## src/rtl/core/fdpm_delay.sv

```systemverilog
module fdpm_delay #(
  parameter int WIDTH = 8,
  parameter int DEPTH = 2
) (
  input  logic             clk_i,
  input  logic [WIDTH-1:0] d_i,
  output logic [WIDTH-1:0] q_o
);

  logic [WIDTH-1:0] tap_q [DEPTH];

  // Plain shift line that keeps a side value aligned with the main path.
  always_ff @(posedge clk_i) begin
    tap_q[0] <= d_i;
    for (int i = 1; i < DEPTH; i++) begin
      tap_q[i] <= tap_q[i-1];
    end
  end

  assign q_o = tap_q[DEPTH-1];

endmodule

```

## config.mk

```make
export PLATFORM = sky130hd
export DESIGN_NAME = fdpm_delay
export DESIGN_NICKNAME = d
export VERILOG_FILES = /design/src/rtl/core/fdpm_delay.sv
export SDC_FILE = /design/constraint.sdc
export NUM_CORES = 1
export LEC_CHECK = 0
export ABC_AREA = 1
export BUFFER_PORTS_ARGS = -buffer_cell sky130_fd_sc_hd__buf_2
export CORE_AREA = 2 2 39 41
export CTS_CLUSTER_SIZE = 30
export DETAILED_ROUTE_END_ITERATION = 7
export DIE_AREA = 0 0 41 43
export GPL_ROUTABILITY_DRIVEN = 0
export PLACE_DENSITY = 0.59
export SLEW_MARGIN = 20
export SYNTH_ARGS = -nofsm -noshare
export SYNTH_HDL_FRONTEND = slang
export SYNTH_SLANG_ARGS = --single-unit
```

## constraint.sdc

```tcl
create_clock -name clk_i -period 0.8 [get_ports clk_i]
set_clock_uncertainty 0.05 [all_clocks]
set_input_delay 0.08 -clock clk_i [delete_from_list [all_inputs] [get_ports clk_i]]
set_output_delay 0.08 -clock clk_i [all_outputs]
set_load 0.01 [all_outputs]
```

Word level (Yosys, flattened, before mapping):

Memory sizes are Yosys's and may differ from the RTL's.
Index checks and enable logic that the tools add are counted.

* memories: 1
* bits of input ports: 9
* memory bits (writable): 16
* register bits: 0

Memory list
* tap_q: depth 2, width 8, read ports 2, clocked after Yosys merged registers in 0, wr ports 2, RTL line 10 `logic [WIDTH-1:0] tap_q [DEPTH];`

Depth between registers and ports, before layout:

* depth after elaboration: 0
* gate-level depth with buffers: 1
* gate-level depth less buffers: 0

Worst setup path after synthesis:

No wires, ideal clock.

* path type: flip-flop to output port
* start: mem tap_q[1][0] (netlist: tap_q[0][8])
* end: out q_o[0]
* data arrival time: 401 ps
* slack: 269 ps
* cell stages (with the launch flop): 2
* buffers on the path: 1
* cell sequence: dfxtp_1 -> buf_4

RTL lines
* start: declaration: RTL line 10
* end: declaration: RTL line 7 `output logic [WIDTH-1:0] q_o`

==> metrics.cfg <==
[flow_run]
maxCapViolations=0

[critical_path]
cp.arrival_ns=0.69
r2r_cells=0
critPathLaunchType=flop
cp_num_buf_inv=1
crit_path_end_kind=primary output
crit_cells=1
crit_family=flip-flops
cp_max_fo=1
cp_cell_sequence=buf_6
slowest_delay_ns=0.32
cp_slowest_cell=dfxtp_2
path_class=flop to primary output
worst-endpoint-required_ns=0.67

[layout]
final_util=0.3834
final_cell_mix=buf_2, dfxtp_1, dlygate4sd3_1, clkbuf_4
drive_gt1_frac=0.4651
comb.multi_input.count=0
multiInputGateArea_um2=0
top_register=tap_q
area_growth_syn_to_layout_pct=39.47
reg_top3=tap_q: 16 flops
layoutNonFillerInstCount=59
diodes=0
nets=54
finalInstanceArea_um2=530.5
num-fill-cells=150
largest_register_ffs=16

[min_path]
min_path_type=flop to flop
hold_path_depth=0

[clock_network]
clkSinkCount=16
cts_tree=done
htreeDepth=1
clkTransAtPathRegs_ns=0.08
cts_buffers=3
clk_latency_ns=0.26
ctsLongestPathBuffers=2
root_buffer=clkbuf_4

[placement]
placed_cell_area_um2=420.4
port_buffers=16
placed_cells=48

[yosys]
ys_warn_count=0
ys_seq_elements=16
avgSynthCellArea_um2=15.85
syn_inst=24
yosysUniqueCellTypes=2
seq_area_frac_synth=0.8421
syn_nets=33
synth.cell_area_um2=380.4

[grt]
antenna_found_initial=0
grt_max_degree=9
met3_usage=0.03141
grt_util_met2=0.06563
grt.busiest_layer=met4
gr-total-overflow=0
grt_pass1_wl_um=579
use_met1=0.05316
grt_pass1_vias=170
grt_use_total=0.05882

[drt]
drt_iter0_markers=1
viasPerCell=3.220
post_drt_wl_per_cell_um=7.220
drtPass1Iterations=4
drc=0
final_antenna_net_count=0
drt-total-wl_um=426
vias=190

[power_and_ir_drop]
power_density_mw_per_mm2=2451
p_leak_nw=0.2473
power_mw=1.300
vdd_ir_drop_max_uv=602.5

[timing]
relSlewSlack=0.9518
holdWs_ns=0.2783
period_share=1.027
rsz0062_at_grt=yes
layout_min_cycle_time_ns=0.8219
fin_ws_ns=-0.02185
maxSlewViolCount=0
fmax_mhz=1217
hold_viol_final=0
worstMarginPinSlew_ns=0.07205
setup_viol=8

[status]
violations=setup timing
status=complete, but fails checks

[floorplan]
std_cell_rows=14
fp.dieW_um=41
dieArea_mm2=0.001763
die-height_um=43
coreArea_mm2=0.001384
ios=17
start_util=0.2749

-- area by class of cell --
type,instances,area (µm²),share of cell area
clock buffer,3,22.52,0.04245
sequential,16,321.6,0.6061
tap,16,20.02,0.03774
timing repair buffer,24,166.4,0.3137
-- worst paths after layout --
| check | start | endpoint | slack, ns |
|---|---|---|---|
| setup / recovery | tap_q[0][13] | q_o[5] | -0.02 |
| hold / removal | tap_q[0][5] | tap_q[0][13] | 0.28 |
| setup reg to reg | tap_q[0][6] | tap_q[0][14] | 0.35 |
| hold reg to reg | tap_q[0][5] | tap_q[0][13] | 0.28 |
-- cells in the mapped netlist --
library cell	n	area, µm²
buf_4	8	60.06
dfxtp_1	16	320.3
-- layer usage --
layer  wire [µm]  share of wire
met1         174           0.41
met2         195           0.46
met3          56           0.13
met4           0              0
met5           0              0
-- where the power goes --
group / switching (mW) / total (mW) / internal (mW)
clock network: 0.199 / 0.372 / 0.174
logic: 0.0261 / 0.0815 / 0.0554
registers: 0.00776 / 0.846 / 0.839
-- what timing repair did --
| item | CTS | global route |
|---|---|---|
| hold buffers | 8 | 0 |
| buffers inserted | 0 | 0 |
| endpoints found under the hold margin | 8 | 0 |
| setup endpoints to repair | 8 | 8 |
| resized for setup | 0 | 2 |
| gates cloned | 0 | 0 |
-- cells by family after synthesis --
family	count (synthesis)	share of synthesized area
DFF	16	0.8421
buffers and inverters	8	0.1579
-- per-stage QoR --
stage,TNS [ns],worst slack (ns)
finish,-0.1511,-0.02185
global route,-0.4706,-0.07277
CTS,-0.2491,-0.03954
detailed placement,0,0.2622
global placement,0,0.2710
floorplan,0,0.2688
No activity file was read; power rests on OpenSTA's default activity.
