## config.mk

```make
export PLATFORM = sky130hd
export DESIGN_NAME = fdpm_cordic_cell
export DESIGN_NICKNAME = d
export VERILOG_FILES = /design/src/rtl/core/fdpm_pkg.sv /design/src/rtl/core/fdpm_cordic_cell.sv
export SDC_FILE = /design/constraint.sdc
export NUM_CORES = 1
export LEC_CHECK = 0
export BUFFER_PORTS_ARGS = -buffer_cell sky130_fd_sc_hd__buf_2
export CORE_AREA = 2 2 121 123
export DETAILED_ROUTE_END_ITERATION = 8
export DIE_AREA = 0 0 123 125
export PLACE_DENSITY = 0.8
export SETUP_SLACK_MARGIN = 0.5
export SYNTH_ARGS = -nofsm -noshare
export SYNTH_HDL_FRONTEND = slang
export SYNTH_SLANG_ARGS = --single-unit
```

## constraint.sdc

```tcl
create_clock -name clk_i -period 3.4 [get_ports clk_i]
set_input_delay 0.68 -clock clk_i [delete_from_list [all_inputs] [get_ports clk_i]]
set_output_delay 0.68 -clock clk_i [all_outputs]
set_load 0.02 [all_outputs]
```

## src/rtl/core/fdpm_pkg.sv

```systemverilog
package fdpm_pkg;

  // CORDIC datapath: 20 rotations on Q2.30 values, phase in turns of 2^32.
  localparam int CordicSteps = 20;
  localparam logic signed [31:0] CordicX0 = 32'sd652032874;
  localparam logic [29:0] InvTwoPi = 30'd683565276;

  // Angle divider: 43 quotient bits, remainder as wide as the radius.
  localparam int DivBits = 43;
  localparam int RemW = 15;

  // Configuration register indexes.
  localparam logic [2:0] RegCenterX = 3'd0;
  localparam logic [2:0] RegCenterY = 3'd1;
  localparam logic [2:0] RegSpanWidth = 3'd2;
  localparam logic [2:0] RegSpanHeight = 3'd3;
  localparam logic [2:0] RegInnerRadius = 3'd4;
  localparam logic [2:0] RegCenterRadius = 3'd5;
  localparam logic [2:0] RegBulgeGain = 3'd6;
  localparam logic [2:0] RegAngleOffset = 3'd7;

  typedef struct packed {
    logic signed [31:0] x;
    logic signed [31:0] y;
    logic signed [31:0] z;
    logic [1:0]         quad;
  } cordic_t;

  typedef struct packed {
    logic [RemW-1:0]    rem;
    logic [DivBits-1:0] w;
    logic               neg;
  } div_t;

  // Arctangent of 2^-step as a fraction of a full turn (2^32).
  function automatic logic signed [31:0] atan_turn(input int step);
    logic signed [31:0] a;
    case (step)
      0:  a = 32'sd536870912;
      1:  a = 32'sd316933406;
      2:  a = 32'sd167458907;
      3:  a = 32'sd85004756;
      4:  a = 32'sd42667331;
      5:  a = 32'sd21354465;
      6:  a = 32'sd10679838;
      7:  a = 32'sd5340245;
      8:  a = 32'sd2670163;
      9:  a = 32'sd1335087;
      10: a = 32'sd667544;
      11: a = 32'sd333772;
      12: a = 32'sd166886;
      13: a = 32'sd83443;
      14: a = 32'sd41722;
      15: a = 32'sd20861;
      16: a = 32'sd10430;
      17: a = 32'sd5215;
      18: a = 32'sd2608;
      19: a = 32'sd1304;
      default: a = 32'sd0;
    endcase
    return a;
  endfunction

  // Fold the first-quadrant rotation result back into the full circle.
  function automatic logic signed [31:0] cordic_sin(input cordic_t c);
    logic signed [31:0] s;
    case (c.quad)
      2'd0: s = c.y;
      2'd1: s = c.x;
      2'd2: s = -c.y;
      default: s = -c.x;
    endcase
    return s;
  endfunction

  function automatic logic signed [31:0] cordic_cos(input cordic_t c);
    logic signed [31:0] s;
    case (c.quad)
      2'd0: s = c.x;
      2'd1: s = -c.y;
      2'd2: s = -c.x;
      default: s = c.y;
    endcase
    return s;
  endfunction

endpackage

```

## src/rtl/core/fdpm_cordic_cell.sv

```systemverilog
module fdpm_cordic_cell #(
  parameter int STEP = 0
) (
  input  logic              clk_i,
  input  fdpm_pkg::cordic_t cell_i,
  output fdpm_pkg::cordic_t cell_o
);
  import fdpm_pkg::*;

  logic signed [31:0] dx;
  logic signed [31:0] dy;
  logic signed [31:0] at;

  assign dx = $signed(cell_i.y) >>> STEP;
  assign dy = $signed(cell_i.x) >>> STEP;
  assign at = atan_turn(STEP);

  // One rotation toward zero residual angle.
  always_ff @(posedge clk_i) begin
    if (!cell_i.z[31]) begin
      cell_o.x <= cell_i.x - dx;
      cell_o.y <= cell_i.y + dy;
      cell_o.z <= cell_i.z - at;
    end else begin
      cell_o.x <= cell_i.x + dx;
      cell_o.y <= cell_i.y - dy;
      cell_o.z <= cell_i.z + at;
    end
    cell_o.quad <= cell_i.quad;
  end

endmodule

```

======== Word-level counts from Yosys, hierarchy flattened ========
Index checks and enable logic that the tools add are counted.
storage, ports and cells
  register bits after elaboration ......... 98
  bits of input ports ..................... 99
  output and inout bits ................... 98
  logic and storage cells ................. 10
operators by class
  add/sub/neg operators ................... 5
  mux-type cells .......................... 1
operators with widths
  kind                                                                   number
  96-bit 2-to-1 mux                                                      1
  32-bit subtractor                                                      2
  32-bit by 31-bit adder with 32-bit output, second input constant       1
  32-bit adder                                                           1
  32-bit by 31-bit subtractor with 32-bit output, second input constant  1

======== Logic depth before layout (Yosys ltp) ========
Gate-level depths: netlist of the first run.
  word-level depth ........................ 2
  mapped depth ............................ 12
  depth with buffers taken out ............ 12

======== Worst setup path after synthesis of the first run ========
No wires, ideal clock.
  path kind ............................... in2reg
  start ................................... in cell_i[43] (netlist name)
  end ..................................... reg cell_o[95] (netlist name)
  setup time .............................. 136 ps
  data arrival time ....................... 2942 ps
  data required time ...................... 3264 ps
  path slack .............................. 322 ps
  stages .................................. 12
  path buffers ............................ 1
  cell sequence ........................... inv_1 ha_1 buf_6 or4_4 or3_1 a21oi_2 nor4_2 nor3_2 o211ai_1 a21boi_0 o41ai_1 xor2_1
on the way
  word-level cells in the longest chain between the ends .. 2
  elaborated cells between the ends (all ways) .. 3
  those cells by class .................... 2 x add/sub; 1 x mux
RTL lines
  item                                               RTL line                                        source
  start: declaration                                 fdpm_cordic_cell.sv:5                           input fdpm_pkg::cordic_t cell_i,
  32-bit subtractor or 32-bit adder (tied branches)  fdpm_cordic_cell.sv:21, fdpm_cordic_cell.sv:25
  96-bit 2-to-1 mux (*)                              fdpm_cordic_cell.sv:20                          if (!cell_i.z[31]) begin
  end: declaration                                   fdpm_cordic_cell.sv:6                           output fdpm_pkg::cordic_t cell_o
Every way passes the cells marked *; elsewhere a longest branch is shown, timed or not.

======== Final worst setup path of the first run ========
  start ................................... in cell_i[66] (netlist name)
  end ..................................... reg cell_o[94] (netlist name)
Same word-level chain as after synthesis.

==> run summary, run 1 <==
### Synth
- post-synthesis cell type count: 65
- share of synthesized flip-flops with an asynchronous set or reset: 0
- most frequently used flop master after synthesis: dfxtp_1
- syn_area_per_cell: 7.84 µm²
- cell type with the highest aggregate area in the netlist: dfxtp_1
- net count after synthesis: 1,149
- post-synth design cell area: 0.00747 mm²
- instance count of the mapped netlist: 952
- share of the synthesized area in the top cell type: 0.260
- fraction of the yosys area taken by sequential cells: 0.260
- number of synthesis warnings: 0
- Area contributors post-synth: dfxtp_1, ha_1, a21oi_1
- number of flops mapped to enable cells by yosys: 0
- number of register bits inferred by synthesis: 97

### Clocking
- Inserted Clock Buffers: 9
- clock-pin transition on the worst setup and hold timing paths: 0.07 ns
- number of clock sinks seen by CTS: 97
- hold buffer count at cts: 0
- root buffer cell: clkbuf_16
- Max Buffers Root-to-Sink: 2
- maximum level of the CTS H-tree: 3
- clock tree from TritonCTS: done

### Place
- total instance count after detailed placement: 1,347
- input/output buffers: 196
- RD Place Congestion: 1.00
- pre-CTS setup slack: -0.0185 ns
- Detailed Place HPWL: 17.9 mm

### GRT
- wire length of the first global-routing pass: 35.4 mm
- global route total overflow: 0
- largest net degree at the start of global routing: 47
- met1 track demand over resource in global routing: 0.399
- met3 routing resource usage after global routing: 0.0415
- met2 Usage GRT: 0.450
- initial antenna violation count: 0
- total global routing track utilization: 0.289
- highest-utilization routing layer at the global route stage: met2
- via count of the first global-routing pass: 7,109

### STA
- FMAX: 345 MHz
- fraction of the cycle the final worst path needs: 0.852
- final-report setup violation count: 0
- slew at the pin closest to its max-slew limit: 0.652 ns
- shortest period the worst path allows: 2.90 ns
- pins over their slew limit: 0
- Hold Violations, Final: 0
- RSZ-0062 raised after global routing: yes
- Slew Limit Headroom: 0.561
- final critical-path setup slack: 0.503 ns

### Outcome
- status: finished clean

### Detailed routing
- DR vias: 7,790
- drt pass-1 iters: 7
- initial detailed-routing violation count: 731
- post-detailed-route DRC marker count: 0
- DRT Wirelength: 23.2 mm
- Via density: 5.69
- post-route ant nets: 0
- final routed wire length divided by cell count: 16.9 µm

### Worst setup path
- worst-path maximum fanout: 4
- crit path capture type: register
- type of the setup path with the least slack: primary input to register
- Critical Path Source: cell_i[66]
- end point of the critical path: cell_o[94]
- CP Launch Type: primary input
- data arrival time at the worst-slack endpoint: 3.18 ns
- required time of the worst setup path: 3.69 ns

### Flow run
- # Max-Cap Violations: 0

### Final layout
- antenna diode count: 0
- Finished Layout Cells: 1,369
- largest registers: cell_o: 97 flops
- max reg flops: 97
- layout cell share with drive strength beyond 1: 0.295
- most flop-heavy register: cell_o
- relative area change from synthesis to final layout: 28.9%
- fin nets: 1,377
- post-layout util: 0.678

### Worst hold path
- Worst Hold Launch: cell_i[25]
- Min-Delay Path Class: primary input to register

### Floorplanning
- std cell rows: 44
- die outline height: 125 µm
- total die area: 0.0154 mm²
- DIE WIDTH: 123 µm
- core area: 0.0142 mm²
- Initial Util: 0.526
- io pins: 197

### Power
- areal power density over the cells: 436 mW/mm²
- leakage power total: 4.61 nW
- worst IR drop on VDD: 0.256 mV

[worst min-delay path by stage]
stage / endpoint / cells past startpoint
global placement: cell_o[14] / 1
CTS: cell_o[25] / 1
floorplan: cell_o[0] / 0
detailed placement: cell_o[29] / 1
global route: cell_o[5] / 1
finish: cell_o[25] / 1
[per-stage QoR]
stage               total power [mW]  instance area [µm²]  hold WS [ns]  setup TNS [ns]
floorplan                       2.49                 7520         0.708               0
global placement                3.07                 8960         0.782               0
detailed placement              3.09                 8960         0.784         -0.0185
CTS                             4.12                 9280         0.407               0
global route                    4.43                 9620         0.407               0
finish                          4.20                 9620         0.419               0
[kinds of logic after synthesis]
logic type,share of synthesized area
AND/OR/NAND/NOR,0.155
AO/OA/AOI/OAI,0.251
XOR/XNOR,0.0715
flip-flops,0.260
buffers and inverters,0.0772
adder cells (fa/ha/maj),0.168
multiplexers,0.0176
[cell type report]
type	count	area, µm²
clock buffer	10	239
sequential	97	1940
fill	1210	4580
multi-input combinational	713	5310
timing repair buffer	260	1470
clock inverter	6	56.3
tap	184	230
inverter	99	377
[cell usage in the layout, fill, tap and decap left out, types with 7 or more instances in the layout]
master,instances
dfxtp_1,97
nand2b_1,11
o21bai_1,22
ha_2,7
a21oi_2,8
or3_1,8
a211oi_1,7
buf_2,194
clkbuf_16,9
inv_1,96
xnor2_1,51
a31oi_1,8
xor2_1,10
nand2_1,57
nand3_1,14
buf_4,64
ha_1,81
a21oi_1,104
nor2b_1,11
o21ai_0,54
nor2_1,69
nand4_1,11
a21o_1,12
o211ai_1,12
mux2i_1,11
nor3_1,22
[power by group]
group / switching [mW] / leakage (nW) / internal, mW
logic: 1.10 / 3.65 / 0.690
registers: 0.0543 / 0.819 / 1.34
clock network: 0.479 / 0.144 / 0.534
total: 1.63 / 4.61 / 2.56
[critical path, cell delays in order]
cell and delay, ns:
buf_6 0.11, ha_4 0.16, fa_2 0.41, nor2b_4 0.14, o211ai_1 0.19, buf_4 0.18, nand2_4 0.05, a21oi_4 0.21
o22ai_2 0.12, o21a_2 0.26, a211o_1 0.32, mux2i_2 0.20, xnor2_1 0.15
[per-layer routing]
metal	share of wire	vias up
met2	0.46	386
met3	0.083	46
met4	0.027	0
met1	0.43	3613
li1	-	3745
met5	0	-
[timing repair]
item	in CTS	in global routing
setup buffers	1	5
gates resized for setup	7	68
pin swaps	3	26
endpoints found under the setup margin	8	27
[synthesized netlist by cell type, types with 11 or more instances]
| library cell | count |
|---|---|
| a211oi_1 | 12 |
| a21o_1 | 12 |
| a21oi_1 | 112 |
| buf_2 | 11 |
| clkbuf_1 | 16 |
| dfxtp_1 | 97 |
| ha_1 | 94 |
| inv_1 | 99 |
| mux2i_1 | 12 |
| nand2_1 | 59 |
| nand2b_1 | 11 |
| nand3_1 | 14 |
| nand4_1 | 11 |
| nor2_1 | 71 |
| nor2b_1 | 13 |
| nor3_1 | 22 |
| o211ai_1 | 12 |
| o21ai_0 | 61 |
| o21bai_1 | 22 |
| xnor2_1 | 51 |
Power figures use the tool's default switching activity.
==> run 2, diff against run 1 <==
CORE_AREA = 2 2 152 154   (was 2 2 121 123)
CTS_CLUSTER_SIZE = 24   (was default)
DIE_AREA = 0 0 154 156   (was 0 0 123 125)
PLACE_DENSITY = default   (was 0.8)
==> run 2 against run 1 <==
  * Sequential power about the same
  * Critical endpoint is now cell_o[91]
  * Via count down 1.2%
  * Clock-buffer cell count down 1
  * Setup slack worse by 0.025 ns
  * Global-route usage down 8.7 points
  * Power up 2.6%
  * Final cell count up 8.8%
==> run summary, run 2 (synthesis gave the netlist of run 1 again) <==
### Floorplanning
- die outline height: 156 µm, was 125 µm
- core area: 0.0224 mm², was 0.0142 mm²
- DIE WIDTH: 154 µm, was 123 µm
- io pins: 197, unchanged
- std cell rows: 55, was 44
- Initial Util: 0.334, was 0.526
- total die area: 0.0240 mm², was 0.0154 mm²

### STA
- RSZ-0062 raised after global routing: yes, unchanged
- Slew Limit Headroom: 0.462, was 0.561
- slew at the pin closest to its max-slew limit: 0.800 ns, was 0.652 ns
- shortest period the worst path allows: 2.92 ns, was 2.90 ns
- pins over their slew limit: 0, unchanged
- FMAX: 342 MHz, was 345 MHz
- fraction of the cycle the final worst path needs: 0.859, was 0.852
- final critical-path setup slack: 0.478 ns, was 0.503 ns
- Hold Violations, Final: 0, unchanged
- final-report setup violation count: 0, unchanged

### Place
- input/output buffers: 196, unchanged
- instance area at placement: 0.00922 mm², was 0.00896 mm²
- Detailed Place HPWL: 19.8 mm, was 17.9 mm
- RD Place Congestion: 0.920, was 1.00
- pre-CTS setup slack: 0.0273 ns, was -0.0185 ns

### Detailed routing
- DR vias: 7,698, was 7,790
- post-detailed-route DRC marker count: 0, unchanged
- Via density: 5.17, was 5.69
- initial detailed-routing violation count: 542, was 731
- DRT Wirelength: 25.1 mm, was 23.2 mm
- final routed wire length divided by cell count: 16.8 µm, was 16.9 µm
- post-route ant nets: 0, unchanged
- drt pass-1 iters: 5, was 7

### Final layout
- max reg flops: 97, unchanged
- layout cell share with drive strength beyond 1: 0.307, was 0.295
- commonest non-fill, non-tap cell in the layout: buf_2, unchanged
- antenna diode count: 0, unchanged
- post-layout util: 0.445, was 0.678
- flip-flop and latch area: 0.00194 mm², unchanged
- number of fill cells: 2,252, was 1,210
- most flop-heavy register: cell_o, unchanged
- multi-input logic area: 0.00530 mm², was 0.00531 mm²
- summed area of non-filler cells in the final layout: 0.00996 mm², was 0.00962 mm²
- fin nets: 1,397, was 1,377
- relative area change from synthesis to final layout: 33.3%, was 28.9%
- largest registers: cell_o: 97 flops, unchanged
- most used cells in the layout excluding fill and tap cells: buf_2, a21oi_1, dfxtp_1, unchanged

### Clocking
- clock-pin transition on the worst setup and hold timing paths: 0.08 ns, was 0.07 ns
- hold buffer count at cts: 0, unchanged
- Inserted Clock Buffers: 9, unchanged
- Max Buffers Root-to-Sink: 2, unchanged
- number of clock sinks seen by CTS: 97, unchanged
- clock tree from TritonCTS: done, unchanged
- maximum level of the CTS H-tree: 3, unchanged
- root buffer cell: clkbuf_16, unchanged

### Flow run
- # Max-Cap Violations: 0, unchanged

### GRT
- largest net degree at the start of global routing: 86, was 47
- total global routing track utilization: 0.202, was 0.289
- via count of the first global-routing pass: 7,303, was 7,109
- global route total overflow: 0, unchanged
- initial antenna violation count: 0, unchanged
- wire length of the first global-routing pass: 38.6 mm, was 35.4 mm

### Worst setup path
- required time of the worst setup path: 3.68 ns, was 3.69 ns
- CP Launch Type: primary input, unchanged
- worst-path maximum fanout: 4, unchanged
- data arrival time at the worst-slack endpoint: 3.20 ns, was 3.18 ns
- crit path capture type: register, unchanged
- type of the setup path with the least slack: primary input to register, unchanged

### Worst hold path
- hold path depth: 1, unchanged
- Min-Delay Path Class: primary input to register, unchanged

### Power
- leakage power total: 4.72 nW, was 4.61 nW
- overall power: 4.30 mW, was 4.20 mW
- areal power density over the cells: 432 mW/mm², was 436 mW/mm²
- worst IR drop on VDD: 0.223 mV, was 0.256 mV

### Outcome
- status: finished clean, unchanged

==> run 2: layout make-up <==
| cell class | count | area share |
|---|---|---|
| inverters | 99 | 0.0381 |
| flip-flops and latches | 97 | 0.195 |
| multi-input cells | 713 | 0.533 |
| clock inverters | 7 | 0.00729 |
| clock buffers | 9 | 0.0226 |
| repair buffers | 280 | 0.169 |
| well taps | 285 | 0.0358 |
==> run 2: worst paths after layout <==
check                 slack (ns)          to        from
worst max-delay path        0.48  cell_o[91]  cell_i[45]
worst min-delay path        0.41  cell_o[12]  cell_i[12]
==> run 2: worst max-delay path, cell delays in order <==
cell	delay, ns
buf_8	0.10
inv_4	0.05
ha_4	0.19
or4_4	0.56
or3_4	0.39
a21oi_4	0.16
nor4_4	0.07
nor3_2	0.22
buf_4	0.17
o211ai_1	0.10
and2_4	0.23
a21oi_4	0.14
xnor2_2	0.14
==> run 2: power breakdown <==
part / total (mW) / switching, mW / leakage (nW) / internal [mW]
registers: 1.39 / 0.0545 / 0.819 / 1.34
clock network: 1.06 / 0.541 / 0.143 / 0.521
logic: 1.85 / 1.12 / 3.76 / 0.727
total: 4.30 / 1.72 / 4.72 / 2.59
==> run 2: repair_timing <==
item	in CTS	in global routing
gates resized for setup	24	61
pin swaps	10	42
buffers inserted	4	6
setup endpoints to repair	16	28
==> run 2: through the flow <==
stage / hold WS (ns) / instances / setup TNS, ns
2_1_floorplan: 0.708 / 952 / 0
3_3_place_gp: 0.782 / 1464 / -0.0125
3_5_place_dp: 0.784 / 1464 / 0
4_1_cts: 0.401 / 1484 / 0
5_1_grt: 0.396 / 1490 / 0
6_report: 0.408 / 1490 / 0
==> run 2: routing by layer <==
metal,vias up,global-route usage,routed length [µm]
li1,3783,-,-
met1,3601,0.274,11700
met2,280,0.324,11300
met3,34,0.0378,1550
met4,0,0.0672,559
met5,-,0,0
==> run 3, diff against run 2 <==
CORE_AREA = 3 3 153 155   (was 2 2 152 154)
DIE_AREA = 0 0 156 158   (was 0 0 154 156)
clock period = 3 ns   (was 3.4 ns; I/O delays follow)
==> run 3 against run 2 <==
  * Clock power grew 11%
  * Combinational power grew 29%
  * Clock-buffer cell count stayed put
  * Via count increased by 5.4%
  * Critical path depth shrank 1
  * Non-clock buffer count is 121 higher
  * Power increased by 20%
  * Global-route usage rose by 0.61 points
  * Sequential share of layout area is 2.2 points lower
  * Cell area up 13%
  * Sequential power rose by 14%
  * Routed wire length rose by 5.3%
  * Largest power group unchanged
==> run summary, run 3 (synthesis gave the netlist of run 1 again) <==
### Outcome
- status: finished clean, unchanged

### Floorplanning
- io pins: 197, unchanged
- std cell rows: 54, was 55
- total die area: 0.0246 mm², was 0.0240 mm²
- core area: 0.0220 mm², was 0.0224 mm²
- DIE WIDTH: 156 µm, was 154 µm
- Initial Util: 0.340, was 0.334
- die outline height: 158 µm, was 156 µm

### Detailed routing
- post-detailed-route DRC marker count: 0, unchanged
- final routed wire length divided by cell count: 16.4 µm, was 16.8 µm
- initial detailed-routing violation count: 576, was 542
- Via density: 5.05, was 5.17
- DR vias: 8,111, was 7,698
- DRT Wirelength: 26.4 mm, was 25.1 mm
- post-route ant nets: 0, unchanged
- drt pass-1 iters: 5, unchanged

### GRT
- wire length of the first global-routing pass: 40.9 mm, was 38.6 mm
- initial antenna violation count: 0, unchanged
- via count of the first global-routing pass: 7,904, was 7,303
- total global routing track utilization: 0.208, was 0.202
- global route total overflow: 0, unchanged
- largest net degree at the start of global routing: 86, unchanged

### Final layout
- post-layout util: 0.510, was 0.445
- fin nets: 1,518, was 1,397
- summed area of non-filler cells in the final layout: 0.0112 mm², was 0.00996 mm²
- max reg flops: 97, unchanged
- largest registers: cell_o: 97 flops, unchanged
- relative area change from synthesis to final layout: 50.1%, was 33.3%
- most used cells in the layout excluding fill and tap cells: buf_4, buf_2, dfxtp_1, was buf_2, a21oi_1, dfxtp_1
- layout cell share with drive strength beyond 1: 0.403, was 0.307
- most flop-heavy register: cell_o, unchanged
- antenna diode count: 0, unchanged
- commonest non-fill, non-tap cell in the layout: buf_4, was buf_2

### Worst setup path
- crit path capture type: register, unchanged
- required time of the worst setup path: 3.23 ns, was 3.68 ns
- Critical Path Max Stage Delay: 0.55 ns, was 0.56 ns
- Slowest cell on crit path: or4_4, unchanged
- worst-path maximum fanout: 4, unchanged
- type of the setup path with the least slack: primary input to register, unchanged
- data arrival time at the worst-slack endpoint: 2.98 ns, was 3.20 ns
- buffering stage count on the worst path with inverters included: 2, was 3
- number of gates on the worst path with buffers counted: 12, was 13
- CP Launch Type: primary input, unchanged
- cells traversed along the worst timing path: buf_8, ha_4, or4_4, or3_4, a21oi_4, nor4_4, nor3_2, buf_4, o211ai_1, a21boi_1, o41ai_2, xor2_1, was buf_8, inv_4, ha_4, or4_4, or3_4, a21oi_4, nor4_4, nor3_2, buf_4, o211ai_1, and2_4, a21oi_4, xnor2_2
- Top Family by Delay on Critical Path: simple AND/OR/NAND/NOR gates, unchanged

### Power
- worst IR drop on VDD: 0.286 mV, was 0.223 mV
- areal power density over the cells: 459 mW/mm², was 432 mW/mm²
- Comb pwr share: 0.462, was 0.429
- leakage power total: 5.39 nW, was 4.72 nW
- overall power: 5.14 mW, was 4.30 mW
- switching share of total power: 0.391, was 0.399
- sequential fraction of design power: 0.308, was 0.324
- design internal power: 3.13 mW, was 2.59 mW
- switching power: 2.01 mW, was 1.72 mW
- relative contribution of the clock network to total power: 0.230, was 0.247

### STA
- shortest period the worst path allows: 2.75 ns
- Hold Violations, Final: 0, unchanged
- FMAX: 363 MHz
- Slew Limit Headroom: 0.527, was 0.462
- slew at the pin closest to its max-slew limit: 0.701 ns, was 0.800 ns
- Final Hold Slack: 0.334 ns, was 0.408 ns
- setup total negative slack: 0 ns, unchanged
- RSZ-0062 raised after global routing: yes, unchanged
- fraction of the cycle the final worst path needs: 0.918
- final-report setup violation count: 0, unchanged
- pins over their slew limit: 0, unchanged

### Clocking
- clock tree from TritonCTS: done, unchanged
- Inserted Clock Buffers: 9, unchanged
- clock-pin transition on the worst setup and hold timing paths: 0.08 ns, about the same
- root buffer cell: clkbuf_16, unchanged
- number of clock sinks seen by CTS: 97, unchanged
- Max Buffers Root-to-Sink: 2, unchanged
- maximum level of the CTS H-tree: 3, unchanged

### Place
- RD Place Congestion: 0.925, was 0.920
- instance area at placement: 0.0101 mm², was 0.00922 mm²
- Detailed Place HPWL: 21.2 mm, was 19.8 mm
- input/output buffers: 196, unchanged

### Worst hold path
- hold path depth: 1, unchanged
- Min-Delay Path Class: primary input to register, unchanged

### Flow run
- # Max-Cap Violations: 0, unchanged

[run 3: final timing paths]
check | start | to | slack [ns]
min | cell_i[30] | cell_o[30] | 0.33
max | cell_i[75] | cell_o[95] | 0.25
[run 3: layer usage]
metal | wire [µm] | GRT usage | vias up
li1 | - | - | 4037
met1 | 12100 | 0.281 | 3745
met2 | 12200 | 0.340 | 292
met3 | 1550 | 0.0312 | 37
met4 | 634 | 0.0711 | 0
met5 | 0 | 0 | -
[run 3: area by class of cell]
type | count | area [µm²]
fill | 2122 | 10800
timing repair buffer | 401 | 2630
multi-input combinational | 713 | 5610
sequential | 97 | 1940
clock buffer | 9 | 225
clock inverter | 7 | 71.3
tap | 280 | 350
inverter | 99 | 382
[run 3: what timing repair did]
| item | CTS | global route |
|---|---|---|
| resized for setup | 89 | 52 |
| hold endpoints to repair | 0 | 0 |
| buffers inserted | 14 | 8 |
| pin swaps | 43 | 34 |
| hold buffers | 0 | 0 |
| setup endpoints to repair | 38 | 42 |
[run 3: stage by stage]
stage                     instances  setup WS [ns]
final                          1606          0.247
after global routing           1606          0.154
after CTS                      1598          0.204
after detailed placement       1568         -0.320
after global placement         1568         -0.237
after floorplan                 952          0.139
[run 3: power by group through the flow]
stage	clock network, mW	logic [mW]	registers (mW)
finish	1.18	2.38	1.58
floorplan	0	0.945	1.91
global placement	0	2.15	1.62
detailed placement	0	2.16	1.62
global route	1.27	2.56	1.60
CTS	1.22	2.29	1.59
