[config.mk]
export PLATFORM = sky130hd
export DESIGN_NAME = fdpm_div_cell
export DESIGN_NICKNAME = d
export VERILOG_FILES = /design/src/rtl/core/fdpm_pkg.sv /design/src/rtl/core/fdpm_div_cell.sv
export SDC_FILE = /design/constraint.sdc
export NUM_CORES = 1
export LEC_CHECK = 0
export ABC_AREA = 1
export BUFFER_PORTS_ARGS = -buffer_cell sky130_fd_sc_hd__buf_4
export CAP_MARGIN = 10
export CORE_UTILIZATION = 30
export DETAILED_ROUTE_END_ITERATION = 6
export PLACE_DENSITY = 0.58
export SETUP_SLACK_MARGIN = 0.2
export SLEW_MARGIN = 0
export SYNTH_ARGS = -nofsm -noshare
export SYNTH_HDL_FRONTEND = slang
export SYNTH_SLANG_ARGS = --single-unit
[constraint.sdc]
create_clock -name clk_i -period 1.88 [get_ports clk_i]
set_clock_uncertainty 0.1 [all_clocks]
set_input_delay 0.376 -clock clk_i [delete_from_list [all_inputs] [get_ports clk_i]]
set_output_delay 0.376 -clock clk_i [all_outputs]
set_load 0.01 [all_outputs]
[src/rtl/core/fdpm_pkg.sv]
package fdpm_pkg;

  // CORDIC datapath: 20 rotations on Q2.30 values, phase in turns of 2^32.
  localparam int CordicSteps = 20;
  localparam logic signed [31:0] CordicX0 = 32'sd652032874;
  localparam logic [29:0] InvTwoPi = 30'd683565276;

  // Angle divider: 43 quotient bits, remainder as wide as the radius.
  localparam int DivBits = 43;
  localparam int RemW = 15;

  // Configuration register indexes.
  localparam logic [2:0] RegCenterX = 3'd0;
  localparam logic [2:0] RegCenterY = 3'd1;
  localparam logic [2:0] RegSpanWidth = 3'd2;
  localparam logic [2:0] RegSpanHeight = 3'd3;
  localparam logic [2:0] RegInnerRadius = 3'd4;
  localparam logic [2:0] RegCenterRadius = 3'd5;
  localparam logic [2:0] RegBulgeGain = 3'd6;
  localparam logic [2:0] RegAngleOffset = 3'd7;

  typedef struct packed {
    logic signed [31:0] x;
    logic signed [31:0] y;
    logic signed [31:0] z;
    logic [1:0]         quad;
  } cordic_t;

  typedef struct packed {
    logic [RemW-1:0]    rem;
    logic [DivBits-1:0] w;
    logic               neg;
  } div_t;

  // Arctangent of 2^-step as a fraction of a full turn (2^32).
  function automatic logic signed [31:0] atan_turn(input int step);
    logic signed [31:0] a;
    case (step)
      0:  a = 32'sd536870912;
      1:  a = 32'sd316933406;
      2:  a = 32'sd167458907;
      3:  a = 32'sd85004756;
      4:  a = 32'sd42667331;
      5:  a = 32'sd21354465;
      6:  a = 32'sd10679838;
      7:  a = 32'sd5340245;
      8:  a = 32'sd2670163;
      9:  a = 32'sd1335087;
      10: a = 32'sd667544;
      11: a = 32'sd333772;
      12: a = 32'sd166886;
      13: a = 32'sd83443;
      14: a = 32'sd41722;
      15: a = 32'sd20861;
      16: a = 32'sd10430;
      17: a = 32'sd5215;
      18: a = 32'sd2608;
      19: a = 32'sd1304;
      default: a = 32'sd0;
    endcase
    return a;
  endfunction

  // Fold the first-quadrant rotation result back into the full circle.
  function automatic logic signed [31:0] cordic_sin(input cordic_t c);
    logic signed [31:0] s;
    case (c.quad)
      2'd0: s = c.y;
      2'd1: s = c.x;
      2'd2: s = -c.y;
      default: s = -c.x;
    endcase
    return s;
  endfunction

  function automatic logic signed [31:0] cordic_cos(input cordic_t c);
    logic signed [31:0] s;
    case (c.quad)
      2'd0: s = c.x;
      2'd1: s = -c.y;
      2'd2: s = -c.x;
      default: s = c.y;
    endcase
    return s;
  endfunction

endpackage

[src/rtl/core/fdpm_div_cell.sv]
module fdpm_div_cell (
  input  logic                       clk_i,
  input  logic [fdpm_pkg::RemW-1:0]  divisor_i,
  input  fdpm_pkg::div_t             cell_i,
  output fdpm_pkg::div_t             cell_o
);
  import fdpm_pkg::*;

  logic [RemW:0] r2;
  logic [RemW:0] diff;
  logic          ge;

  // Bring down the next dividend bit and try one subtraction.
  assign r2   = {cell_i.rem, cell_i.w[DivBits-1]};
  assign diff = r2 - {1'b0, divisor_i};
  assign ge   = (r2 >= {1'b0, divisor_i});

  always_ff @(posedge clk_i) begin
    cell_o.rem <= ge ? diff[RemW-1:0] : r2[RemW-1:0];
    cell_o.w   <= {cell_i.w[DivBits-2:0], ge};
    cell_o.neg <= cell_i.neg;
  end

endmodule

## Word level (Yosys, flattened, before mapping)

Index checks and enable logic that the tools add are counted.

| storage, ports and cells | value |
|---|---|
| bits of input ports | 75 |
| output and inout bits | 59 |
| logic and storage cells | 6 |
| bits in registers | 59 |

| cells by class | value |
|---|---|
| multiplexer cells | 1 |
| $lt $le $gt $ge | 1 |
| add/sub/neg operators | 1 |

Operators with widths:

| kind | count |
|---|---|
| $ge 16x15->1 | 1 |
| $mux 15 | 1 |
| $sub 15x15->15 | 1 |

## Longest topological paths before layout

Gate-level depths: netlist (run 1).

| logic depth | value |
|---|---|
| word-level depth | 2 |
| mapped depth | 13 |
| depth with buffers taken out | 13 |

## Worst setup path before layout (run 1)

OpenSTA, ideal clock, no wires.

| timing | value |
|---|---|
| path type | input-to-reg |
| start point | in cell_i[43] in the netlist's numbering |
| end point | reg cell_o[57] in the netlist's numbering |
| buffers on the path | 1 |
| arrival | 1.697 ns |
| setup time | 0.113 ns |
| stages on the path | 12 |
| data required time | 1.667 ns |
| setup slack | -0.030 ns |
| path through | inv_1 -> ha_1 -> fa_1 -> inv_1 -> nand2_1 -> nand2_1 -> nand3_2 -> nand3_2 -> nand2_4 -> buf_4 -> nand3_1 -> nand2_1 |

| between the ends | value |
|---|---|
| cells in the longest elaborated chain, start to end | 2 |
| elaborated cells between the ends (all ways) | 3 |
| those cells by class | add/sub: 1; order compare: 1; mux: 1 |

Ends and longest elaborated chain:

| element | line | source |
|---|---|---|
| start, declared | fdpm_div_cell.sv:4 | `input fdpm_pkg::div_t cell_i,` |
| $sub 15x15->15 / $ge 16x15->1 (equally long branches) | fdpm_div_cell.sv:15, fdpm_div_cell.sv:16 |  |
| $mux 15 * | fdpm_div_cell.sv:19 | `cell_o.rem <= ge ? diff[RemW-1:0] : r2[RemW-1:0];` |
| end, declared | fdpm_div_cell.sv:5 | `output fdpm_pkg::div_t cell_o` |

Every way passes the cells marked *; elsewhere a longest branch is shown, timed or not.

## Worst setup path in the final report (run 1)

| timing | value |
|---|---|
| start point | in cell_i[43] in the netlist's numbering |
| end point | reg cell_o[52] in the netlist's numbering |

The elaborated chain is that of the path after synthesis.

==> results.env, run 1 <==
RUN_STATUS='completed'
CTS.ROOT.BUFFER_CELL='sky130_fd_sc_hd__clkbuf_8'
POSTSYNTHAREAPERCELL_UM2=8.35
SYNTH_ASYNC_SR_FLOP_SHARE=0
LAYOUT-DRIVE-GT1-SHARE=0.463
DETAILEDROUTE.FIRSTPASSITERATIONCOUNT=4
GR-USAGE-ALL-LAYERS=0.166
NUM_ANTENNA_CELLS=0
TIMING.FINAL.HOLD_VIOLATIONS=0
WORST_SETUP_HOLD_PATH_CLK_SLEW_NS=0.07
CTS-HTREE-LEVELS=3
GRT_MAX_DEGREE=11
STATIC-LEAKAGE-POWER_nW=2.28
PATH_MAX_FANOUT=6
ARRIVAL_TIME_AT_THE_WORST_ENDPOINT_NS=1.74
WORSTMARGINPINSLEW_NS=0.379
FINALWIRELENGTH_UM=7000
TIMING.SLEW.HEADROOM=0.746
POST_SYNTH_INST_COUNT=295
WORST_HOLD_PATH_TYPE='input port to flop'
POSTSYNTH.TOPFLOPCELL='sky130_fd_sc_hd__dfxtp_1'
NUM_CTS_BUFFERS=9
ROUTEDWLPERCELL_UM=12.1
POWER_SWITCHING_mW=0.928
ROWS=32
CORE_REGION_AREA_MM2=0.00785
WORST_HOLD_PATH.NUM_CELLS=1
POWER.SHARE.SWITCHING=0.262
SYNTH.YOSYS.SEQ_AREA_SHARE=0.479
FINAL_CORE_UTILIZATION=0.540
FIRST_PASS_GRT_WIRE_LENGTH_UM=10800
DRC=0
CP-START-KIND='input port'
FINAL_PERIOD_MINUS_WORST_SETUP_SLACK_NS=1.62
FIRST_GLOBAL_VIAS=2371
SYNTH.LIB_CELLS_USED.DISTINCT=29
POST_CTS_HOLD_BUFFER_COUNT=0
IR_DROP_mV=0.358
COMB_POWER_SHARE=0.251
SETUP.WORST_PATH.END_CLASS='flop'
ANTENNA_FOUND_INITIAL=0
SETUP-VIOLATIONS-FINAL=0
NUMBER_OF_VIOLATIONS_OF_THE_MAX_CAPACITANCE_LIMIT=0
REGMOSTFLOPS='cell_o'
FMAX_GHz=0.617
AREAGROWTHSYNTHTOFINISH_PCT=72.2
INTPOWER_mW=2.62
SYNTH-SEQ-CELLS=59
DIE_Y_UM=92.6
POWER.SHARE.CLOCK=0.354
DRV_SLEW=0
POWER.DENSITY_CELL_AREA_mW_PER_MM2=836
FINALWEIGHTEDCONGESTION=0.805
AVGVIACOUNTPERCELL=4.19
SYNTHESIS.NETS=386
SYNTH-WARNING-COUNT=0
GRT_REMAINING_OVERFLOW=0
FIN_CRIT_SH=0.863
MIN_TO='cell_o[20]'
TOTAL_POWER_mW=3.55
START_UTIL=0.314
FINALNETCOUNT=563
LARGEST_REGISTER_FF_COUNT=59
WORST-SETUP-PATH-TYPE='input port to flop'
GRT_SETUP_UNREPAIRED='no'
CRITICAL_PATH.STARTPOINT='cell_i[43]'
ANT_NETS=0
NUM_IO_PINS=134
INITIALDRTVIOLATIONCOUNT=70
LAYOUT_TOP_REGISTERS='cell_o: 59 flops'
WORST-ENDPOINT-REQUIRED_NS=2.00
POWER.SEQUENTIAL.FRACTION=0.394
CLKSINKCOUNT=59
CTS_TREE='built'
WORST_HOLD_STARTPOINT='cell_i[19]'
CLOCK_TREE.BUFFER_DEPTH=2
DIE_W_UM=92.6
SYNTH-EDFF-COUNT=0
DETAILROUTE.VIA_COUNT=2424
DP_HPWL_UM=5630
IO_BUFFER_COUNT=133
DIE_AREA_MM2=0.00858
SYN-CELL-AREA_MM2=0.00246
cell usage in the layout, fill, tap and decap left out, types with 3 or more instances in the layout:
cell type	instances
sky130_fd_sc_hd__a21oi_1	5
sky130_fd_sc_hd__buf_4	163
sky130_fd_sc_hd__clkbuf_8	10
sky130_fd_sc_hd__dfxtp_1	59
sky130_fd_sc_hd__ha_1	9
sky130_fd_sc_hd__ha_4	6
sky130_fd_sc_hd__inv_1	46
sky130_fd_sc_hd__inv_2	6
sky130_fd_sc_hd__nand2_1	83
sky130_fd_sc_hd__nand2_2	4
sky130_fd_sc_hd__nand2_8	3
sky130_fd_sc_hd__nand3_1	24
sky130_fd_sc_hd__nand3_2	7
sky130_fd_sc_hd__nand4_1	4
sky130_fd_sc_hd__nor2_1	11
sky130_fd_sc_hd__xor2_1	4
layout make-up:
class	count	area, um^2
fill	730	3610
timing repair buffer	168	1300
tap	102	128
clock inverter	4	73.8
sequential	59	1180
clock buffer	12	145
multi-input combinational	181	1200
inverter	53	211
worst max-delay path, stage by stage:
cell	delay, ns
sky130_fd_sc_hd__buf_8	0.09
sky130_fd_sc_hd__inv_12	0.03
sky130_fd_sc_hd__ha_4	0.15
sky130_fd_sc_hd__fa_2	0.33
sky130_fd_sc_hd__inv_2	0.06
sky130_fd_sc_hd__nand2_2	0.06
sky130_fd_sc_hd__nand2_4	0.08
sky130_fd_sc_hd__nand3_4	0.07
sky130_fd_sc_hd__nand3_4	0.11
sky130_fd_sc_hd__nand2_8	0.10
sky130_fd_sc_hd__buf_12	0.16
sky130_fd_sc_hd__nand3_1	0.06
sky130_fd_sc_hd__nand2_1	0.05
stage by stage:
step / setup TNS [ns] / cells / worst slack, ns / hold slack (ns) / area, um^2
2_1_floorplan: 0 / 295 / 0.0745 / 0.304 / 2500
3_3_place_gp: -1.88 / 557 / -0.135 / 0.381 / 3840
3_5_place_dp: -2.39 / 557 / -0.181 / 0.381 / 3840
4_1_cts: 0 / 576 / 0.219 / 0.0224 / 4090
5_1_grt: 0 / 579 / 0.198 / 0.0170 / 4240
6_report: 0 / 579 / 0.258 / 0.0479 / 4240
cells by family (layout without fill, tap and decap cells):
family | after synthesis | count (layout) | synth area share
compound gates | 9 | 9 | 0.0229
flops | 59 | 59 | 0.479
xor+xnor | 5 | 5 | 0.0178
fa+ha+maj | 16 | 16 | 0.0843
simple gates | 150 | 151 | 0.301
buf+inv | 56 | 237 | 0.0945
synthesized netlist by cell type, types with 2 or more instances:
master | instances | area share
sky130_fd_sc_hd__nand2_2 | 2 | 0.0051
sky130_fd_sc_hd__nand3_1 | 27 | 0.055
sky130_fd_sc_hd__inv_2 | 5 | 0.0076
sky130_fd_sc_hd__o21ai_0 | 2 | 0.0041
sky130_fd_sc_hd__nand2_1 | 86 | 0.13
sky130_fd_sc_hd__xor2_1 | 4 | 0.014
sky130_fd_sc_hd__nand3b_1 | 2 | 0.0061
sky130_fd_sc_hd__nor2_1 | 12 | 0.018
sky130_fd_sc_hd__ha_1 | 15 | 0.076
sky130_fd_sc_hd__and2_1 | 2 | 0.0051
sky130_fd_sc_hd__nor2_4 | 2 | 0.0091
sky130_fd_sc_hd__nand3_2 | 6 | 0.024
sky130_fd_sc_hd__dfxtp_1 | 59 | 0.48
sky130_fd_sc_hd__nand4_1 | 4 | 0.010
sky130_fd_sc_hd__inv_1 | 48 | 0.073
sky130_fd_sc_hd__a21oi_1 | 5 | 0.010
sky130_fd_sc_hd__nand2_4 | 2 | 0.0091
routing by layer:
metal	up-vias	wire length, um	GRT usage
met5	-	0	0
met4	0	95	0.0590
met3	7	600	0.0542
met2	104	3420	0.299
met1	1045	2880	0.180
li1	1268	-	-
power groups by stage:
| stage | sequential [mW] | combinational [mW] | clock [mW] |
|---|---|---|---|
| finish | 1.40 | 0.891 | 1.26 |
| detailed placement | 1.43 | 0.845 | 0 |
| global placement | 1.43 | 0.837 | 0 |
| CTS | 1.40 | 0.861 | 1.30 |
| global route | 1.41 | 0.983 | 1.36 |
| floorplan | 1.48 | 0.343 | 0 |
timing repair:
item	in CTS	in global routing
setup buffers	2	3
pin swaps	2	9
cloned	1	0
resized for setup	1	18
endpoints found under the setup margin	7	16
endpoints found under the hold margin	0	0
worst max-delay path by stage:
stage | end | slack, ns
5_1_grt | cell_o[51] | 0.20
6_report | cell_o[52] | 0.26
2_1_floorplan | cell_o[56] | 0.07
3_3_place_gp | cell_o[57] | -0.13
3_5_place_dp | cell_o[57] | -0.18
4_1_cts | cell_o[57] | 0.22
Power figures use the tool's default switching activity.
==> run 2: changes to the inputs <==
GPL_TIMING_DRIVEN = 0   (was unset)
RECOVER_POWER = 100   (was unset)
==> results.env, run 2 (same netlist as run 1, synthesis figures left out) <==
POWER.DENSITY_CELL_AREA_mW_PER_MM2=884
DIE_AREA_MM2=0.00858
TIMING.CRITICAL_PATH.CELLS='buf_8 -> inv_12 -> ha_4 -> fa_2 -> inv_1 -> nand2_1 -> nand2_4 -> nand3_2 -> nand3_2 -> nand2_4 -> nand2_8 -> buf_16 -> clkbuf_1'
AREAGROWTHSYNTHTOFINISH_PCT=57.2
FINAL_CELL_MIX='81 x sky130_fd_sc_hd__nand2_1, 60 x sky130_fd_sc_hd__clkbuf_1, 59 x sky130_fd_sc_hd__dfxtp_1'
INITIALDRTVIOLATIONCOUNT=61
GRT_SETUP_UNREPAIRED='yes'
NUM_CTS_BUFFERS=9
NUM_ANTENNA_CELLS=0
TOTAL_POWER_mW=3.42
CTS-HTREE-LEVELS=3
DIE_W_UM=92.6
PLACED_CELL_AREA_MM2=0.00363
CP-START-KIND='input port'
AGGREGATE_NEGATIVE_SETUP_SLACK_NS=0
FINAL.HOLD.WORST_SLACK_NS=0.0551
DIE_Y_UM=92.6
CORE_REGION_AREA_MM2=0.00785
AVGVIACOUNTPERCELL=4.27
WORSTMARGINPINSLEW_NS=0.371
FINAL_CORE_UTILIZATION=0.494
IR_DROP_mV=0.372
FINALWEIGHTEDCONGESTION=0.825
PLACED_CELLS=530
POST-ROUTE-WORST-SETUP-SLACK_NS=0.171
CRITICAL-PATH-MAX-STAGE-DELAY_NS=0.31
WORST-ENDPOINT-REQUIRED_NS=2.04
SETUP-VIOLATIONS-FINAL=0
STATIC-LEAKAGE-POWER_nW=1.97
WORST-SETUP-PATH-TYPE='input port to flop'
ROWS=32
LAYOUT.CELLS.MOST_COMMON='sky130_fd_sc_hd__nand2_1'
DP_HPWL_UM=5460
LARGEST_DELAY_CONTRIBUTOR_FAMILY_ON_THE_CRITICAL_PATH='simple AND/OR/NAND/NOR gates'
INSTANCES_NO_FILL=558
CTS_TREE='built'
FINALNETCOUNT=542
PRE_CTS_WS_NS=-0.261
WORST_HOLD_PATH_TYPE='input port to flop'
LAYOUT_TOP_REGISTERS='cell_o: 59 flops'
GRT_MAX_DEGREE=12
FIRST_PASS_GRT_WIRE_LENGTH_UM=10700
WORST_HOLD_PATH.NUM_CELLS=1
PATH_MAX_FANOUT=7
NUMBER_OF_VIOLATIONS_OF_THE_MAX_CAPACITANCE_LIMIT=0
CLOCK_TREE.BUFFER_DEPTH=2
ARRIVAL_TIME_AT_THE_WORST_ENDPOINT_NS=1.87
START_UTIL=0.314
SLOWEST_CELL_ON_CRIT_PATH='sky130_fd_sc_hd__fa_2'
LARGEST_REGISTER_FF_COUNT=59
ANTENNA_FOUND_INITIAL=0
WORST_SETUP_HOLD_PATH_CLK_SLEW_NS=0.08
LAYOUT-DRIVE-GT1-SHARE=0.318
DRC=0
TIMING.SLEW.HEADROOM=0.751
ANT_NETS=0
RUN_STATUS='completed'
DETAILROUTE.VIA_COUNT=2385
FIRST_GLOBAL_VIAS=2354
SETUP.WORST_PATH.END_CLASS='flop'
GR-USAGE-ALL-LAYERS=0.164
WORST-PATH-STAGES=13
FINALWIRELENGTH_UM=7010
DETAILEDROUTE.FIRSTPASSITERATIONCOUNT=4
POSTLAYOUTCELLAREA_MM2=0.00387
NUM_IO_PINS=134
FMAX_GHz=0.585
REGMOSTFLOPS='cell_o'
IO_BUFFER_COUNT=133
CTS.ROOT.BUFFER_CELL='sky130_fd_sc_hd__clkbuf_8'
WORSTPATHBUFFERINVERTERCOUNT=5
FINAL_PERIOD_MINUS_WORST_SETUP_SLACK_NS=1.71
GRT_REMAINING_OVERFLOW=0
ROUTEDWLPERCELL_UM=12.6
FIN_CRIT_SH=0.909
DRV_SLEW=0
TIMING.FINAL.HOLD_VIOLATIONS=0
CLKSINKCOUNT=59
run 2: layout make-up:
class	instances	area [um^2]
Fill cell	821	3970
Multi-Input combinational cell	180	1180
Sequential cell	59	1180
Timing Repair Buffer	145	911
Inverter	53	211
Tap cell	102	128
Clock buffer	9	124
Clock inverter	7	91.3
Buffer	3	42.5
run 2: timing repair:
item	4_1_cts	5_1_grt
pin swaps	2	13
gates resized for setup	6	23
setup buffers	5	6
cloned	1	0
setup endpoints to repair	11	15
hold buffers	0	0
run 2: routing by layer:
metal / vias up / global-route usage / part of all wire
li1: 1217 / - / -
met1: 1061 / 0.169 / 0.41
met2: 98 / 0.302 / 0.49
met3: 9 / 0.0542 / 0.079
met4: 0 / 0.0654 / 0.016
met5: - / 0 / 0
run 2: worst paths after layout:
kind,from,endpoint,slack (ns)
max,cell_i[43],cell_o[1],0.17
min,cell_i[40],cell_o[41],0.06
run 2: report_power, final:
part / leakage [nW] / internal, mW / switching (mW) / total [mW]
registers: 0.498 / 1.36 / 0.0265 / 1.39
logic: 1.36 / 0.360 / 0.419 / 0.779
clock network: 0.109 / 0.743 / 0.512 / 1.26
total: 1.97 / 2.47 / 0.958 / 3.42
==> run 3: changes to the inputs <==
--- a/constraint.sdc
+++ b/constraint.sdc
@@ -3,3 +3,3 @@
 set_input_delay 0.376 -clock clk_i [delete_from_list [all_inputs] [get_ports clk_i]]
 set_output_delay 0.376 -clock clk_i [all_outputs]
-set_load 0.01 [all_outputs]
+set_load 0.1 [all_outputs]
==> results.env, run 3 (same netlist as run 1, synthesis figures left out) <==
DRC=0
PRE_CTS_WS_NS=-0.261
ANTENNA_FOUND_INITIAL=0
CRITICAL-PATH-MAX-STAGE-DELAY_NS=0.31
AVGVIACOUNTPERCELL=4.27
WORSTMARGINPINSLEW_NS=0.563
SLOWEST_CELL_ON_CRIT_PATH='sky130_fd_sc_hd__fa_2'
NUM_CTS_BUFFERS=9
WORST_HOLD_STARTPOINT='cell_i[40]'
CLOCK_TREE.BUFFER_DEPTH=2
GROUTE.LAYER.MET2.USAGE=0.302
POWER.DENSITY_CELL_AREA_mW_PER_MM2=1070
DIE_AREA_MM2=0.00858
GLOBALROUTEMET1UTIL=0.169
CORE_REGION_AREA_MM2=0.00785
DIE_W_UM=92.6
WORST-SETUP-PATH-TYPE='input port to flop'
WORST_HOLD_PATH.NUM_CELLS=1
CLKSINKCOUNT=59
WORST_HOLD_PATH_TYPE='input port to flop'
IO_BUFFER_COUNT=133
TIMING.FINAL.HOLD_VIOLATIONS=0
CTS-HTREE-LEVELS=3
USE_MET3=0.0542
FMAX_GHz=0.585
FINALNETCOUNT=542
WORST-ENDPOINT-REQUIRED_NS=2.04
FIRST_GLOBAL_VIAS=2354
GRT_SETUP_UNREPAIRED='yes'
GRT_MAX_DEGREE=12
MIN_TO='cell_o[41]'
TOTAL_POWER_mW=4.22
ARRIVAL_TIME_AT_THE_WORST_ENDPOINT_NS=1.86
GR-USAGE-ALL-LAYERS=0.164
SETUP-VIOLATIONS-FINAL=0
DIE_Y_UM=92.6
ROUTEDWLPERCELL_UM=12.4
FINALWIRELENGTH_UM=6910
NUMBER_OF_VIOLATIONS_OF_THE_MAX_CAPACITANCE_LIMIT=0
FILLER_CELL_COUNT=790
FINAL_CELL_MIX='81 x sky130_fd_sc_hd__nand2_1, 59 x sky130_fd_sc_hd__dfxtp_1, 59 x sky130_fd_sc_hd__clkbuf_2'
LARGEST_REGISTER_FF_COUNT=59
LARGEST_DELAY_CONTRIBUTOR_FAMILY_ON_THE_CRITICAL_PATH='simple AND/OR/NAND/NOR gates'
ROWS=32
NUM_IO_PINS=134
INSTANCES_NO_FILL=558
DETAILROUTE.VIA_COUNT=2383
TIMING.CRITICAL_PATH.CELLS='buf_8 -> inv_12 -> ha_4 -> fa_2 -> inv_1 -> nand2_1 -> nand2_4 -> nand3_2 -> nand3_2 -> nand2_4 -> nand2_8 -> buf_16 -> clkbuf_1'
INITIALDRTVIOLATIONCOUNT=63
FINAL.HOLD.WORST_SLACK_NS=0.0540
STATIC-LEAKAGE-POWER_nW=2.14
START_UTIL=0.314
LAYOUT_TOP_REGISTERS='cell_o: 59 flops'
FINALWEIGHTEDCONGESTION=0.825
DP_HPWL_UM=5460
PATH_MAX_FANOUT=7
FINAL_PERIOD_MINUS_WORST_SETUP_SLACK_NS=1.71
CTS_TREE='built'
BUSIEST_LAYER='met2'
LAYOUT.CELLS.MOST_COMMON='sky130_fd_sc_hd__nand2_1'
AREAGROWTHSYNTHTOFINISH_PCT=60.2
POST_CTS_HOLD_BUFFER_COUNT=0
WORST_SETUP_HOLD_PATH_CLK_SLEW_NS=0.08
TIMING.SLEW.HEADROOM=0.626
POST-ROUTE-WORST-SETUP-SLACK_NS=0.171
LAYOUT-DRIVE-GT1-SHARE=0.447
FIN_CRIT_SH=0.909
NUM_ANTENNA_CELLS=0
RUN_STATUS='completed'
REGMOSTFLOPS='cell_o'
DETAILEDROUTE.FIRSTPASSITERATIONCOUNT=4
CP-START-KIND='input port'
DRV_SLEW=0
SETUP.WORST_PATH.END_CLASS='flop'
IR_DROP_mV=0.389
ANT_NETS=0
GRT_REMAINING_OVERFLOW=0
FIRST_PASS_GRT_WIRE_LENGTH_UM=10700
PLACED_CELLS=530
WORSTPATHBUFFERINVERTERCOUNT=5
CTS.ROOT.BUFFER_CELL='sky130_fd_sc_hd__clkbuf_8'
-- run 3: final cells by class --
| class | count | area [um^2] | area share |
|---|---|---|---|
| tap | 102 | 128 | 0.0323 |
| clock inverter | 7 | 91.3 | 0.0231 |
| clock buffer | 9 | 124 | 0.0314 |
| inverter | 53 | 211 | 0.0536 |
| sequential | 59 | 1180 | 0.299 |
| multi-input combinational | 180 | 1180 | 0.300 |
| timing repair buffer | 145 | 985 | 0.249 |
| buffer | 3 | 42.5 | 0.0108 |
-- run 3: power by group --
group          leakage [nW]  switching (mW)  internal [mW]
Sequential            0.498          0.0269           1.36
Combinational          1.54            1.19          0.386
Clock                 0.109           0.512          0.743
Total                  2.14            1.73           2.49
-- run 3: layer usage --
layer  wire length [um]  up-vias
li1                   -     1217
met2               3440       95
met1               2800     1062
met3                539        9
met4                130        0
met5                  0        -
-- run 3: worst max path at each step --
stage	startpoint	end	slack, ns	depth (start not counted)
floorplan	cell_i[43]	cell_o[56]	0.07	13
global placement	cell_i[43]	cell_o[56]	-0.24	14
detailed placement	cell_i[43]	cell_o[56]	-0.26	14
CTS	cell_i[43]	cell_o[56]	0.20	14
global route	cell_i[43]	cell_o[56]	0.09	14
finish	cell_i[43]	cell_o[1]	0.17	13
-- run 3: timing repair --
item,4_1_cts,5_1_grt
buffers inserted,5,6
gates cloned,1,0
setup endpoints to repair,11,15
resized for setup,6,23
pin swaps,2,13
-- run 3: stage by stage --
step,TNS [ns],instance area (um^2),utilization
after floorplan,0,2500,-
after global placement,-2.93,3630,0.462
after detailed placement,-3.20,3630,0.462
after CTS,0,3940,0.502
after global routing,0,3950,0.503
final,0,3950,0.503
